<file path="src/rtl/mtoc_ram.sv">
// Generic single-write, single-read synchronous RAM with registered read data.
`default_nettype none

module mtoc_ram #(
  parameter int WIDTH = 8,
  parameter int DEPTH = 16,
  localparam int AW = (DEPTH > 1) ? $clog2(DEPTH) : 1
) (
  input  wire logic             clk,
  input  wire logic             we,
  input  wire logic [AW-1:0]    waddr,
  input  wire logic [WIDTH-1:0] wdata,
  input  wire logic             re,
  input  wire logic [AW-1:0]    raddr,
  output logic      [WIDTH-1:0] rdata
);

  logic [WIDTH-1:0] mem [DEPTH];

  always_ff @(posedge clk) begin
    if (we) begin
      mem[waddr] <= wdata;
    end
    if (re) begin
      rdata <= mem[raddr];
    end
  end

endmodule

`default_nettype wire

</file>
<file path="config.mk">
export PLATFORM = sky130hd
export DESIGN_NAME = mtoc_ram
export DESIGN_NICKNAME = d
export VERILOG_FILES = /design/src/rtl/mtoc_ram.sv
export SDC_FILE = /design/constraint.sdc
export NUM_CORES = 1
export LEC_CHECK = 0
export BUFFER_PORTS_ARGS = -buffer_cell sky130_fd_sc_hd__clkbuf_2
export CAP_MARGIN = 20
export CORE_MARGIN = 2
export CORE_UTILIZATION = 45
export CTS_BUF_LIST = sky130_fd_sc_hd__clkbuf_8 sky130_fd_sc_hd__clkbuf_16
export DETAILED_ROUTE_END_ITERATION = 12
export HOLD_SLACK_MARGIN = 0.1
export PLACE_DENSITY = 0.67
export SLEW_MARGIN = 20
export SYNTH_ARGS = -nofsm -noshare
export SYNTH_HDL_FRONTEND = slang
export SYNTH_SLANG_ARGS = --single-unit
</file>
<file path="constraint.sdc">
create_clock -name clk -period 2.8 [get_ports clk]
set_clock_uncertainty 0.2 [all_clocks]
set_input_delay 0.42 -clock clk [delete_from_list [all_inputs] [get_ports clk]]
set_output_delay 0.42 -clock clk [all_outputs]
set_load 0.02 [all_outputs]
</file>
==> key figures <==
Run status
  • Status: complete, no violations

Floorplan
  • Num rows: 39
  • Initial Util: 46.0%
  • Die W: 112 um
  • Chip Height: 112 um
  • Die Area: 12500 um^2
  • # IOs: 27
  • Core area: 11400 um^2

Detailed routing
  • Via-per-instance ratio: 5.64
  • DRT Wirelength: 9800 um
  • Pre-antenna DRT Iters: 4
  • Routed Antenna Nets: 0
  • Routed len/inst: ~22 um
  • Via count: around 2500
  • Iter 0 DRT Violations: 209
  • Post-route DRC: 0

Global route
  • First-pass GRT wire length: 15000 um
  • Largest net degree at the start of global routing: 33
  • Global Route Usage Sum: 17.0%
  • Grt ovf: 0
  • Vias in the first global route: 2519
  • Initial antenna violation count: 0

CTS
  • CTS tree: done
  • Clock-pin slew on the worst setup and hold paths: about 0.06 ns
  • # H-tree levels: 4
  • Hold Buf Count CTS: 0
  • Post-CTS Setup Bufs: 0
  • CTS root buf: clkbuf_16
  • Deepest clock path buffer count: 2
  • Clk sinks: 136
  • TritonCTS Buffers: 17
  • Clk Latency, worst-skew pair: 0.42 ns
  • # resized after CTS: 0

Critical path
  • Worst-path maximum fanout: 32
  • Worst setup SP type: input pin
  • Crit. End Element: flip-flop
  • CP Class: in2reg
  • Worst EP required: 2.76 ns
  • WP data arrival: roughly 1.8 ns

Placed design
  • Number of I/O port buffers: 26
  • Dpl ws: 0.566 ns
  • Inst Count DP: just over 400
  • Global placement routability congestion: 0.708
  • DP Area: 5610 um^2
  • Detail Placement HPWL: 6120 um

Logic synthesis
  • Top_reg_cell synth: edfxtp_1
  • Async SR Flop Fraction: 0%
  • Post-synth EDFFs: 136
  • Synth Area in XOR/XNOR: 0%
  • Number of unique standard cell types used by synthesis: 18
  • Largest family of logic cells by synthesized area: multiplexers
  • Compound-Gate Fraction of Synth Area: under 10%
  • Syn avg cell area: approximately 23 um^2
  • Ys Warns: 0
  • Syn_nets: roughly 250
  • Synth Register Bits: 136
  • Post-synthesis mux area share: 14.8%
  • Simple-gate share of the synthesized area: 3.14%
  • Synth Cell Area: 5230 um^2
  • Post-Synthesis Cells: roughly 230
  • Adder-cell share of the synthesized area: 0%
  • Post-synthesis sequential area ratio: 78.1%

Timing
  • Achievable clock frequency: 0.558 GHz
  • Tcrit/Tclk final: 64.0%
  • Post-route worst setup slack: 1.01 ns
  • RSZ-0062 raised after global routing: no
  • Fin crit period: 1.79 ns
  • Final Hold Viols: 0
  • Total Neg Setup Slack: 0 ns
  • Normalized max-slew margin: 47.2%
  • Worst slew pin tran: 0.790 ns
  • Final slew viol count: 0
  • Setup-failing EPs final: 0
  • Final Hold Slack: 0.220 ns

Pwr
  • Int Power: between 3 and 4 mW
  • Pwr/cell area: 781 nW/um^2
  • Register share of total power: 47.3%
  • Switch share: 19.1%
  • LEAKAGE: 2.13 nW
  • Sw Pwr: 0.929 mW
  • Overall power: between 4 and 5 mW
  • Peak VDD IR: 530 uV
  • Logic pwr share: 4.5%
  • Clock power share: 48.2%

Final layout
  • Design Area, Final: ~6200 um^2
  • Non-filler cells, final: 438
  • Most frequent cells in the layout: edfxtp_1 (136), clkbuf_2 (26), mux4_2 (18)
  • Syn-to-layout area delta: 19.5%
  • Commonest non-fill, non-tap cell in the layout: edfxtp_1
  • Final Core Density: 54.9%
  • N_diodes: 0
  • Layout cells sized above 1: 30.8%
  • Final net count: 301

Flow run
  • Max Cap Viol: 0

Min path
  • Hold WC Path Type: in2reg
[logic make-up after synthesis]
logic type / count (synthesis)
mux: 32
simple gates: 35
compound gates: 16
buf+inv: 10
flops: 136
[path summary, 6_finish.rpt]
kind | startpoint | to | slack (ns) | cells past startpoint
min reg2reg | mem[12][3]$_DFFE_PP_ | rdata[3]$_DFFE_PP_ | 0.55 | 3
min | re | rdata[5]$_DFFE_PP_ | 0.22 | 1
max | raddr[0] | rdata[0]$_DFFE_PP_ | 1.01 | 5
max reg2reg | mem[1][0]$_DFFE_PP_ | rdata[0]$_DFFE_PP_ | 1.11 | 3
[cells in the mapped netlist, types with 2 or more instances]
| cell type | count | area [um^2] |
|---|---|---|
| buf_6 | 3 | 33.8 |
| clkdlybuf4s25_2 | 3 | 30.0 |
| nor3_1 | 4 | 20.0 |
| nand3b_1 | 2 | 15.0 |
| edfxtp_1 | 136 | 4080 |
| nand2b_1 | 2 | 12.5 |
| nand2_1 | 9 | 33.8 |
| mux4_2 | 18 | 405 |
| nor2_1 | 13 | 48.8 |
| mux4_1 | 14 | 368 |
| buf_2 | 3 | 15.0 |
| a22oi_1 | 16 | 120 |
[worst max-delay path, cell delays in order]
cell,delay (ns)
clkbuf_2,0.10
buf_12,0.25
mux4_1,0.62
a22oi_1,0.25
nand2_1,0.09
[sequential cells by signal, indices dropped and copies added, names as in the netlist]
signal	count
mem	128
rdata	8
[cell type report]
| class | count | area (um^2) |
|---|---|---|
| Fill cell | 852 | 5120 |
| Clock inverter | 15 | 210 |
| Timing Repair Buffer | 44 | 290 |
| Clock buffer | 17 | 425 |
| Multi-Input combinational cell | 83 | 1060 |
| Sequential cell | 136 | 4080 |
| Tap cell | 143 | 179 |
[metal layers]
| layer | global-route usage (%) | part of all wire, % | up-vias |
|---|---|---|---|
| li1 | - | - | 1088 |
| met1 | 22.4 | 44 | 1306 |
| met2 | 26.0 | 50 | 61 |
| met3 | 5.82 | 4.6 | 16 |
| met4 | 7.49 | 1.7 | 0 |
| met5 | 0 | 0 | - |
[power groups by stage]
stage               sequential [mW]  combinational [mW]  clock, mW
floorplan                      2.36               0.116          0
global placement               2.35               0.215          0
detailed placement             2.35               0.221          0
CTS                            2.31               0.222       2.38
global route                   2.31               0.237       2.47
finish                         2.31               0.218       2.35
(Power assumes the default switching activity.)
