--- config.mk ---
export PLATFORM = sky130hd
export DESIGN_NAME = mtoc_update
export DESIGN_NICKNAME = d
export VERILOG_FILES = /design/src/rtl/mtoc_pkg.sv /design/src/rtl/mtoc_update.sv
export SDC_FILE = /design/constraint.sdc
export NUM_CORES = 1
export LEC_CHECK = 0
export BUFFER_PORTS_ARGS = -buffer_cell sky130_fd_sc_hd__buf_2
export CORE_AREA = 3 3 125 127
export DETAILED_ROUTE_END_ITERATION = 7
export DIE_AREA = 0 0 128 130
export MAX_ROUTING_LAYER = met4
export PLACE_DENSITY_LB_ADDON = 0.1
export SLEW_MARGIN = 40
export SYNTH_ARGS = -nofsm -noshare
export SYNTH_HDL_FRONTEND = slang
export SYNTH_SLANG_ARGS = --single-unit
--- constraint.sdc ---
create_clock -name vclk -period 2.7
set_input_delay 0.27 -clock vclk [all_inputs]
set_output_delay 0.27 -clock vclk [all_outputs]
set_load 0.005 [all_outputs]
--- src/rtl/mtoc_pkg.sv ---
// Package for the address table occupancy counters: sizes, codes, types and helpers.
`default_nettype none

package mtoc_pkg;

  localparam int NUM_PORTS      = 64;
  localparam int NUM_VLANS      = 4094;
  localparam int TABLE_CAPACITY = 16384;

  localparam int CNT_W     = $clog2(TABLE_CAPACITY + 1);
  localparam int OUT_W     = 15;
  localparam int PORT_AW   = (NUM_PORTS > 1) ? $clog2(NUM_PORTS) : 1;
  localparam int VLAN_AW   = (NUM_VLANS > 1) ? $clog2(NUM_VLANS) : 1;
  localparam int CLEAR_LEN = (NUM_PORTS > NUM_VLANS) ? NUM_PORTS : NUM_VLANS;
  localparam int CLEAR_W   = (CLEAR_LEN > 1) ? $clog2(CLEAR_LEN) : 1;

  localparam logic [1:0] OP_ADD    = 2'd0;
  localparam logic [1:0] OP_REMOVE = 2'd1;

  localparam logic [1:0] LIFE_CREATING = 2'd0;
  localparam logic [1:0] LIFE_DYNAMIC  = 2'd1;

  localparam logic [2:0] SRC_SELF   = 3'd0;
  localparam logic [2:0] SRC_LEARNT = 3'd1;
  localparam logic [2:0] SRC_SECURE = 3'd2;
  localparam logic [2:0] SRC_CONFIG = 3'd3;

  typedef logic [CNT_W-1:0] cnt_t;

  typedef enum logic [1:0] {
    ST_CLEAR,
    ST_IDLE,
    ST_UPDATE
  } state_t;

  typedef struct packed {
    logic [1:0]  op;
    logic [1:0]  lifetime_class;
    logic [2:0]  entry_source;
    logic [6:0]  port_number;
    logic [11:0] vlan_id;
  } item_t;

  typedef struct packed {
    cnt_t stat;
    cnt_t dyn;
    cnt_t learnt;
    cnt_t secure;
    cnt_t configured;
  } port_cnt_t;

  typedef struct packed {
    cnt_t stat;
    cnt_t dyn;
  } vlan_cnt_t;

  typedef struct packed {
    cnt_t stat;
    cnt_t dyn;
    cnt_t all;
  } total_cnt_t;

  function automatic logic port_in_range(logic [6:0] port_number);
    return (port_number != 7'd0) && (32'(port_number) <= NUM_PORTS);
  endfunction

  function automatic logic vlan_in_range(logic [11:0] vlan_id);
    return (vlan_id != 12'd0) && (32'(vlan_id) <= NUM_VLANS);
  endfunction

  function automatic logic [PORT_AW-1:0] port_index(logic [6:0] port_number);
    return PORT_AW'(port_number - 7'd1);
  endfunction

  function automatic logic [VLAN_AW-1:0] vlan_index(logic [11:0] vlan_id);
    return VLAN_AW'(vlan_id - 12'd1);
  endfunction

  // Saturating step: stops at zero going down and at capacity going up.
  function automatic cnt_t bump(cnt_t c, logic up, logic en);
    cnt_t r;
    r = c;
    if (en) begin
      if (up) begin
        if (c < CNT_W'(TABLE_CAPACITY)) r = c + cnt_t'(1);
      end else begin
        if (c != '0) r = c - cnt_t'(1);
      end
    end
    return r;
  endfunction

endpackage

`default_nettype wire

--- src/rtl/mtoc_update.sv ---
// Modify stage: new counter values from the read data and the held word.
`default_nettype none

module mtoc_update (
  input  wire mtoc_pkg::item_t      item,
  input  wire mtoc_pkg::port_cnt_t  port_rd,
  input  wire mtoc_pkg::vlan_cnt_t  vlan_rd,
  input  wire mtoc_pkg::total_cnt_t tot_cur,
  output mtoc_pkg::port_cnt_t       port_wr,
  output mtoc_pkg::vlan_cnt_t       vlan_wr,
  output mtoc_pkg::total_cnt_t      tot_next,
  output logic                      port_ok,
  output logic                      vlan_ok
);

  logic change;
  logic up;
  logic formed;
  logic dyn_en;
  logic stat_en;

  always_comb begin
    port_ok = mtoc_pkg::port_in_range(item.port_number);
    vlan_ok = mtoc_pkg::vlan_in_range(item.vlan_id);
    change  = (item.op == mtoc_pkg::OP_ADD) || (item.op == mtoc_pkg::OP_REMOVE);
    up      = (item.op == mtoc_pkg::OP_ADD);
    formed  = change && (item.lifetime_class != mtoc_pkg::LIFE_CREATING) &&
              (item.entry_source != mtoc_pkg::SRC_SELF) && port_ok && vlan_ok;
    dyn_en  = formed && (item.lifetime_class == mtoc_pkg::LIFE_DYNAMIC);
    stat_en = formed && (item.lifetime_class != mtoc_pkg::LIFE_DYNAMIC);

    port_wr.stat       = mtoc_pkg::bump(port_rd.stat, up, stat_en);
    port_wr.dyn        = mtoc_pkg::bump(port_rd.dyn, up, dyn_en);
    port_wr.learnt     = mtoc_pkg::bump(port_rd.learnt, up,
                           formed && (item.entry_source == mtoc_pkg::SRC_LEARNT));
    port_wr.secure     = mtoc_pkg::bump(port_rd.secure, up,
                           formed && (item.entry_source == mtoc_pkg::SRC_SECURE));
    port_wr.configured = mtoc_pkg::bump(port_rd.configured, up,
                           formed && (item.entry_source == mtoc_pkg::SRC_CONFIG));

    vlan_wr.stat = mtoc_pkg::bump(vlan_rd.stat, up, stat_en);
    vlan_wr.dyn  = mtoc_pkg::bump(vlan_rd.dyn, up, dyn_en);

    tot_next.stat = mtoc_pkg::bump(tot_cur.stat, up, stat_en);
    tot_next.dyn  = mtoc_pkg::bump(tot_cur.dyn, up, dyn_en);
    tot_next.all  = mtoc_pkg::bump(tot_cur.all, up, change);
  end

endmodule

`default_nettype wire

==> run summary, run 1 <==
The top cell type's share of synthesized area is ~11%. Buffers inserted to repair hold after CTS numbered 0. The total buffers and inverters traversed by the critical path is 2.

The number of clock buffer instances in the layout is 0. The post-synthesis cell area came out at between 6000 and 7000 um^2. The iteration count of the initial detailed-routing pass is 6. Ranked by total cell area, the synthesized netlist is headed by sky130_fd_sc_hd__xnor2_1 11%, sky130_fd_sc_hd__nand2_1 7.9%, sky130_fd_sc_hd__xor2_1 7.4%, sky130_fd_sc_hd__ha_1 6.0%, sky130_fd_sc_hd__nor2_1 5.8%. The critical path goes through buf_6 > or4_4 > or4_4 > and4b_1 > and3_4 > o2bb2ai_2 > a222oi_1 > buf_2. The cell count of the worst hold path came out at 3. The die covers approximately 17,000 um^2. In the final design database the tool counted between 1,500 and 2,000 nets.

The number of global-route vias before repair is roughly 8,000. The worst stage delay on the critical path is roughly 540 ps. The data arrival time of the critical path is about 2500 ps. The mean instance size in the synthesized netlist is 6.025 um^2. The ratio of routed vias to standard cells came out at approximately 5.9. The run finished, with violations left.

The maximum vdd drop is 0.00006257 V. The cell that appears most often on the critical path is sky130_fd_sc_hd__or4_4. The synthesized netlist devotes 21.36% of its cell area to compound gates. The overall die height came out at ~130 um.

The final reports fail on negative setup slack. After detailed placement, the total cell area comes to between 8000 and 9000 um^2. The area of the placeable core is 14,530 um^2.

The number of core rows came out at 44. The setup slack after layout is -41.53 ps. The worst hold path terminates at tot_next[20]. The routability congestion estimate from global placement came out at approximately 0.95. After Yosys synthesis, XOR and XNOR cells account for a little under a fifth of the synthesized area. Counting distinct cell types in the post-synthesis netlist gives 70. After synthesis, the share of cell area in mux cells is 0.1591%.

The tightest min-delay check is of the in2out type. Port buffering added about 330 buffers. The filler cell count in the final layout is approximately 1,500. In this run the most critical hold path is launched from tot_cur[20]. The synthesized instance count came out at 1,044. The peak clock frequency supported by timing is between 0.3 and 0.4 GHz.

The slowest stage of the critical path belongs to the cell sky130_fd_sc_hd__or4_4. The power consumption is 0.9918 mW. There are 0 flip-flops and latches. The power density over the cells is 111.2 nW/um^2.

The part of the cycle the worst path needs came out at 101.5%. Counting every net in the synthesized netlist gives around 1,300. The violation count after the first detailed-routing iteration is between 900 and 1,000. The global-route wire length before repair came out at 39,320 um. For this run, the number of Yosys warnings is 0. The total via count in the routed design is 9,396. The actual slew at the worst max-slew pin came out at roughly 660 ps. After global routing the overflow that remains totals 0. Summing the areas of all fa, ha and maj instances in the mapped netlist gives ~6% of the synthesized area. Cells with a size suffix above 1 make up 33.79% of the layout.

The post-route antenna net violation count came out at 0. Yosys instantiated no cell more often than sky130_fd_sc_hd__nand2_1. The DRC violation count after routing came out at 0.

The area growth from synthesis to final layout came out at 41.75%. The die is around 130 um wide. Setup repair after global routing could not meet its margin everywhere. The maximum number of pins on one net before global-route repair is 35. Max-cap violations in this run came to 0. By area, the combinational part of the netlist is dominated by simple AND/OR/NAND/NOR gates.

The global-route usage over all layers is 28.37%. The I/O pin total came out at 328. The static leakage is approximately 3.6 nW.

Along the worst path, the maximum fanout reaches 7. Summing the areas of all and, or, nand and nor instances in the mapped netlist gives 48.60% of the synthesized area. For the worst setup path, the data required time is 2430 ps. STA classifies the critical path endpoint as a primary output.

The total count of hold-check failures in the final report came out at 0. After synthesis, the most frequently instantiated cells are 133 x sky130_fd_sc_hd__nand2_1, 97 x sky130_fd_sc_hd__nor2_1, 77 x sky130_fd_sc_hd__xnor2_1. The final period demand of the worst path is between 2000 and 3000 ps. Setup violations remaining at the end of the flow were counted as 4. The initial antenna violation count is 9. The dominant delay contributor by cell family on the critical path is simple AND/OR/NAND/NOR gates. The biggest area contributor in the post-synthesis netlist is sky130_fd_sc_hd__xnor2_1. Summing the sequential cell areas from Yosys gives 0% of the chip area. The type of origin of the critical path is an input pin. After detailed routing, the average wire length per cell comes to approximately 16 um.

Once the floorplan was initialized, standard cells occupied a little over two fifths of the core. The register area came out at 0 um^2. The half-perimeter wire length of the detailed placement result is between 20,000 and 25,000 um.

The summed negative setup slack over all endpoints is -96.37 ps. The final instance area came out at ~9000 um^2. The setup path with the least slack is of type in2out.

The final wirelength is 25,610 um. The max-slew violation total from the final report is 0. The relative slew slack came out at about 55%.
where the power goes:
| part | switching [mW] | internal (mW) | leakage (nW) | total (mW) |
|---|---|---|---|---|
| sequential | 0 | 0 | 0 | 0 |
| clock | 0 | 0.000000496 | 0.0000634 | 0.000000497 |
| combinational | 0.564 | 0.428 | 3.65 | 0.992 |
| total | 0.564 | 0.428 | 3.65 | 0.992 |
layer usage:
metal / vias up / GRT usage (%) / share of wire (%)
li1: 4610 / - / -
met1: 4238 / 37.11 / 41
met2: 505 / 47.35 / 47
met3: 43 / 2.865 / 9.3
met4: 0 / 6.554 / 2.4
met5: - / - / 0
metrics by stage:
step           utilization [%]  std cells  hold WS, ps  worst slack, ps
6_report                 61.35       1585        829.4           -41.53
5_1_grt                  61.33       1584        843.2           -113.1
4_1_cts                  59.52       1572        830.5           -33.93
3_5_place_dp             58.53       1570        824.4           -132.0
3_3_place_gp             58.53       1570        823.6           -108.2
2_1_floorplan                -       1044        591.3            100.1
how the worst max path moves through the flow:
stage,start,end,slack (ps),cells past startpoint
6_report,item[14],port_wr[61],-40,8
5_1_grt,item[14],port_wr[61],-110,8
4_1_cts,item[14],port_wr[61],-30,8
3_5_place_dp,item[13],port_wr[1],-130,9
3_3_place_gp,item[13],port_wr[1],-110,9
2_1_floorplan,item[13],port_wr[61],100,8
cells in the final DEF (no fill, tap or decap), types with 9 or more instances in the layout:
master and n:
sky130_fd_sc_hd__buf_2 325, sky130_fd_sc_hd__nand2_1 130, sky130_fd_sc_hd__nor2_1 96, sky130_fd_sc_hd__xnor2_1 77, sky130_fd_sc_hd__nor3_1 67, sky130_fd_sc_hd__nand3_1 60, sky130_fd_sc_hd__buf_4 58, sky130_fd_sc_hd__xor2_1 53
sky130_fd_sc_hd__o21ai_0 45, sky130_fd_sc_hd__nand4_1 42, sky130_fd_sc_hd__a21oi_1 36, sky130_fd_sc_hd__inv_1 34, sky130_fd_sc_hd__nor4_1 33, sky130_fd_sc_hd__or3_1 30, sky130_fd_sc_hd__ha_1 30, sky130_fd_sc_hd__and3_1 24
sky130_fd_sc_hd__or4_1 19, sky130_fd_sc_hd__o31ai_1 14, sky130_fd_sc_hd__buf_6 14, sky130_fd_sc_hd__a31oi_1 13, sky130_fd_sc_hd__diode_2 10, sky130_fd_sc_hd__or2_2 9, sky130_fd_sc_hd__o21ai_2 9, sky130_fd_sc_hd__a21oi_2 9
sky130_fd_sc_hd__nand2b_1 9
what timing repair did:
action                                  4_1_cts  5_1_grt
cloned                                        1        0
pin swaps                                     8       15
endpoints found under the setup margin       53       83
setup buffers                                 1        3
resized for setup                            25       63
cell type report:
cell class,count,area (um^2),share of cell area (%)
multi-input combinational,954,6191,69.44
inverter,34,127.6,1.431
antenna,10,25.02,0.2807
timing repair buffer,403,2342,26.27
tap,184,230.2,2.582
logic make-up after synthesis:
family	Yosys count
simple gates	588
xor+xnor	130
fa+ha+maj	30
mux	1
compound gates	205
buf+inv	90
Power figures use the tool's default switching activity.
==> run 2: changes to the inputs <==
Settings changed: SETUP_SLACK_MARGIN set to 0.02.
==> run 2 against run 1 <==
Against the previous run: die area unchanged; setup slack improved by 2.2 ps; the run still ends with negative setup slack left; maximum frequency about the same; final area increased by 1.6%; total power increased by 1.3%; first-iteration DRC count decreased by 8.4%; wire length increased by 1.4%; critical endpoint unchanged.
==> run summary, run 2 (synthesis gave the netlist of run 1 again) <==
STA classifies the critical path startpoint as an input pin. The max-slew violation total from the final report was 0 (unchanged). The critical path data required time came to 2430 ps (about the same). The dominant cell type by count on the critical path is sky130_fd_sc_hd__or4_4. The number of cells in the design after placement came to 1,570 (unchanged). The critical path goes through buf_6 > or4_4 > or4_4 > and4b_1 > and3_4 > o2bb2ai_2 > a222oi_1 > buf_2. The violation count after the first detailed-routing iteration is 856 (-8.4%). The total congestion overflow after global routing came out at 0 (unchanged). The initial antenna violation count was 9 (unchanged). The end-of-flow core utilization came out at 62.34% (+1.0 points).

The part of the cycle the worst path needs came out at 101.5% (about the same). The setup slack after layout is -39.29 ps (+2.236 ps). The maximum vdd drop is 0.00006950 V (+11%). The area growth from synthesis to final layout is 44.06%. By startpoint and endpoint, the worst setup path is classified as in2out.

The number of global-route vias before repair is 8,058 (+0.22%). The number of endpoints failing setup at the final stage is 4 (unchanged). The number of cells in the finished layout apart from fillers came to 1,586 (+0.063%).

The count of maximum capacitance violations came out at 0 (unchanged). The met1 demand-to-capacity share in global routing is 37.30% (+0.20 points). The total number of sequential cells came to 0 (unchanged). The total die area was 16,640 um^2 (unchanged).

The actual slew at the worst max-slew pin came out at 600.6 ps (-60.17 ps). The I/O pin total came out at 328 (unchanged). The total count of hold-check failures in the final report is 0 (unchanged). The register area is 0 um^2 (unchanged). The biggest fanout along the worst timing path came out at 7 (unchanged). The number of core rows is 44 (unchanged). The final period demand of the worst path is 2739 ps (-2.236 ps). The detail-routed net length per standard cell was 16.36 um (+1.3%). The number of clock buffer instances in the layout came out at 0 (unchanged). The total via count in the routed design is 9,410 (+0.15%).

The iteration count of the initial detailed-routing pass is 6 (unchanged). On the critical path the largest part of the delay comes from simple AND/OR/NAND/NOR gates. The fraction of met2 tracks used by global routing is 47.41% (+0.062 points).

The area of the placeable core came out at 14,530 um^2 (unchanged). The count of hold-fix buffers inserted at cts is 0 (unchanged). Setup repair after global routing could not meet its margin everywhere. The ratio of routed vias to standard cells came out at 5.933 (about the same). The final wirelength is 25,950 um (+1.4%).

The power density over the cells came to 110.9 nW/um^2 (-0.28%). The power consumption is 1.005 mW (+1.3%). The total buffers and inverters traversed by the critical path is 2 (unchanged). The global-route usage over all layers came out at 28.43% (+0.062 points).

The worst stage delay on the critical path is 540 ps (about the same). The half-perimeter wire length of the detailed placement result was 20,750 um (unchanged). The library cell used most frequently in the layout, excluding fill and tap cells, is sky130_fd_sc_hd__buf_2. The layout net count came out at 1,601 (+0.13%). The run finished, with violations left. The relative slew slack came out at 59.59% (+4.2 points). The worst-case setup slack after placement was -132.0 ps (unchanged). The top cell types in the final layout, fill and taps aside, are 325 x sky130_fd_sc_hd__buf_2, 130 x sky130_fd_sc_hd__nand2_1, 90 x sky130_fd_sc_hd__nor2_1. The final reports fail on negative setup slack.

The sort of element at the end of the critical path is a primary output. The maximum number of pins on one net before global-route repair came out at 35 (unchanged). The width of the die came out at 128 um (unchanged). The routability congestion estimate from global placement came out at 0.9539 (unchanged). The static leakage is 3.696 nW (+1.4%). The peak clock frequency supported by timing is 0.3651 GHz (about the same). The number of buffers added on ports was 328 (unchanged). The highest-delay cell along the critical path is sky130_fd_sc_hd__or4_4. The global-route wire length before repair came out at 39,410 um (+0.21%).

The final hold slack is 828.6 ps (-0.8620 ps). The overall die height is 130 um (unchanged). The DRC violation count after routing is 0 (unchanged). The filler cell count in the final layout is 1,446 (-1.6%). The fraction of final layout cells with drive strength greater than 1 came out at 34.96% (+1.2 points). The post-route antenna net violation count came out at 0 (unchanged). The global routing usage on met3 came out at 2.702% (-0.16 points).

The starting utilization of the core area is 43.28% (unchanged). The worst hold path belongs to the class in2out. The layer flagged by global routing as most heavily used is met2. The data arrival time of the critical path came out at 2470 ps (about the same).
run 2: cell count changes in the layout (fill, tap and decap cells not counted), sizes merged:
| cell | change |
|---|---|
| clkbuf | +2 |
| diode | -1 |
run 2: worst min-delay path, cell delays in order:
cell and delay [ps]:
sky130_fd_sc_hd__buf_2 110, sky130_fd_sc_hd__xnor2_1 60, sky130_fd_sc_hd__buf_2 120
run 2: final cells by class:
class / instances / area, um^2 / share of cell area [%]
multi-input combinational: 954 / 6284 / 69.35
inverter: 34 / 127.6 / 1.408
tap: 184 / 230.2 / 2.541
timing repair buffer: 405 / 2397 / 26.46
antenna: 9 / 22.52 / 0.2486
run 2: final timing paths:
kind   startpoint  depth (start not counted)      endpoint  slack (ps)
max      item[14]                          8   port_wr[61]         -40
min   tot_cur[20]                          3  tot_next[20]         830
run 2: routing by layer:
metal	up-vias	routed length [um]
met4	0	622
met1	4275	10680
met3	40	2330
li1	4604	-
met5	-	0
met2	491	12330
run 2: metrics by stage:
stage / area [um^2] / TNS [ps]
finish: 9061 / -70.63
floorplan: 6290 / 0
detailed placement: 8507 / -2110
CTS: 8690 / -64.23
global route: 9061 / -1054
global placement: 8507 / -1168
run 2: report_power, final:
| group | internal, mW | leakage, nW | switching, mW | total (mW) |
|---|---|---|---|---|
| sequential | 0 | 0 | 0 | 0 |
| combinational | 0.434 | 3.70 | 0.571 | 1.01 |
| clock | 0.000000447 | 0.0000570 | 0 | 0.000000447 |
run 2: what timing repair did:
action                                 CTS  global route
setup endpoints to repair               66            90
endpoints found under the hold margin    0             0
buffers inserted                         2             2
cloned                                   1             2
pin swaps                                9            18
resized for setup                       32            81
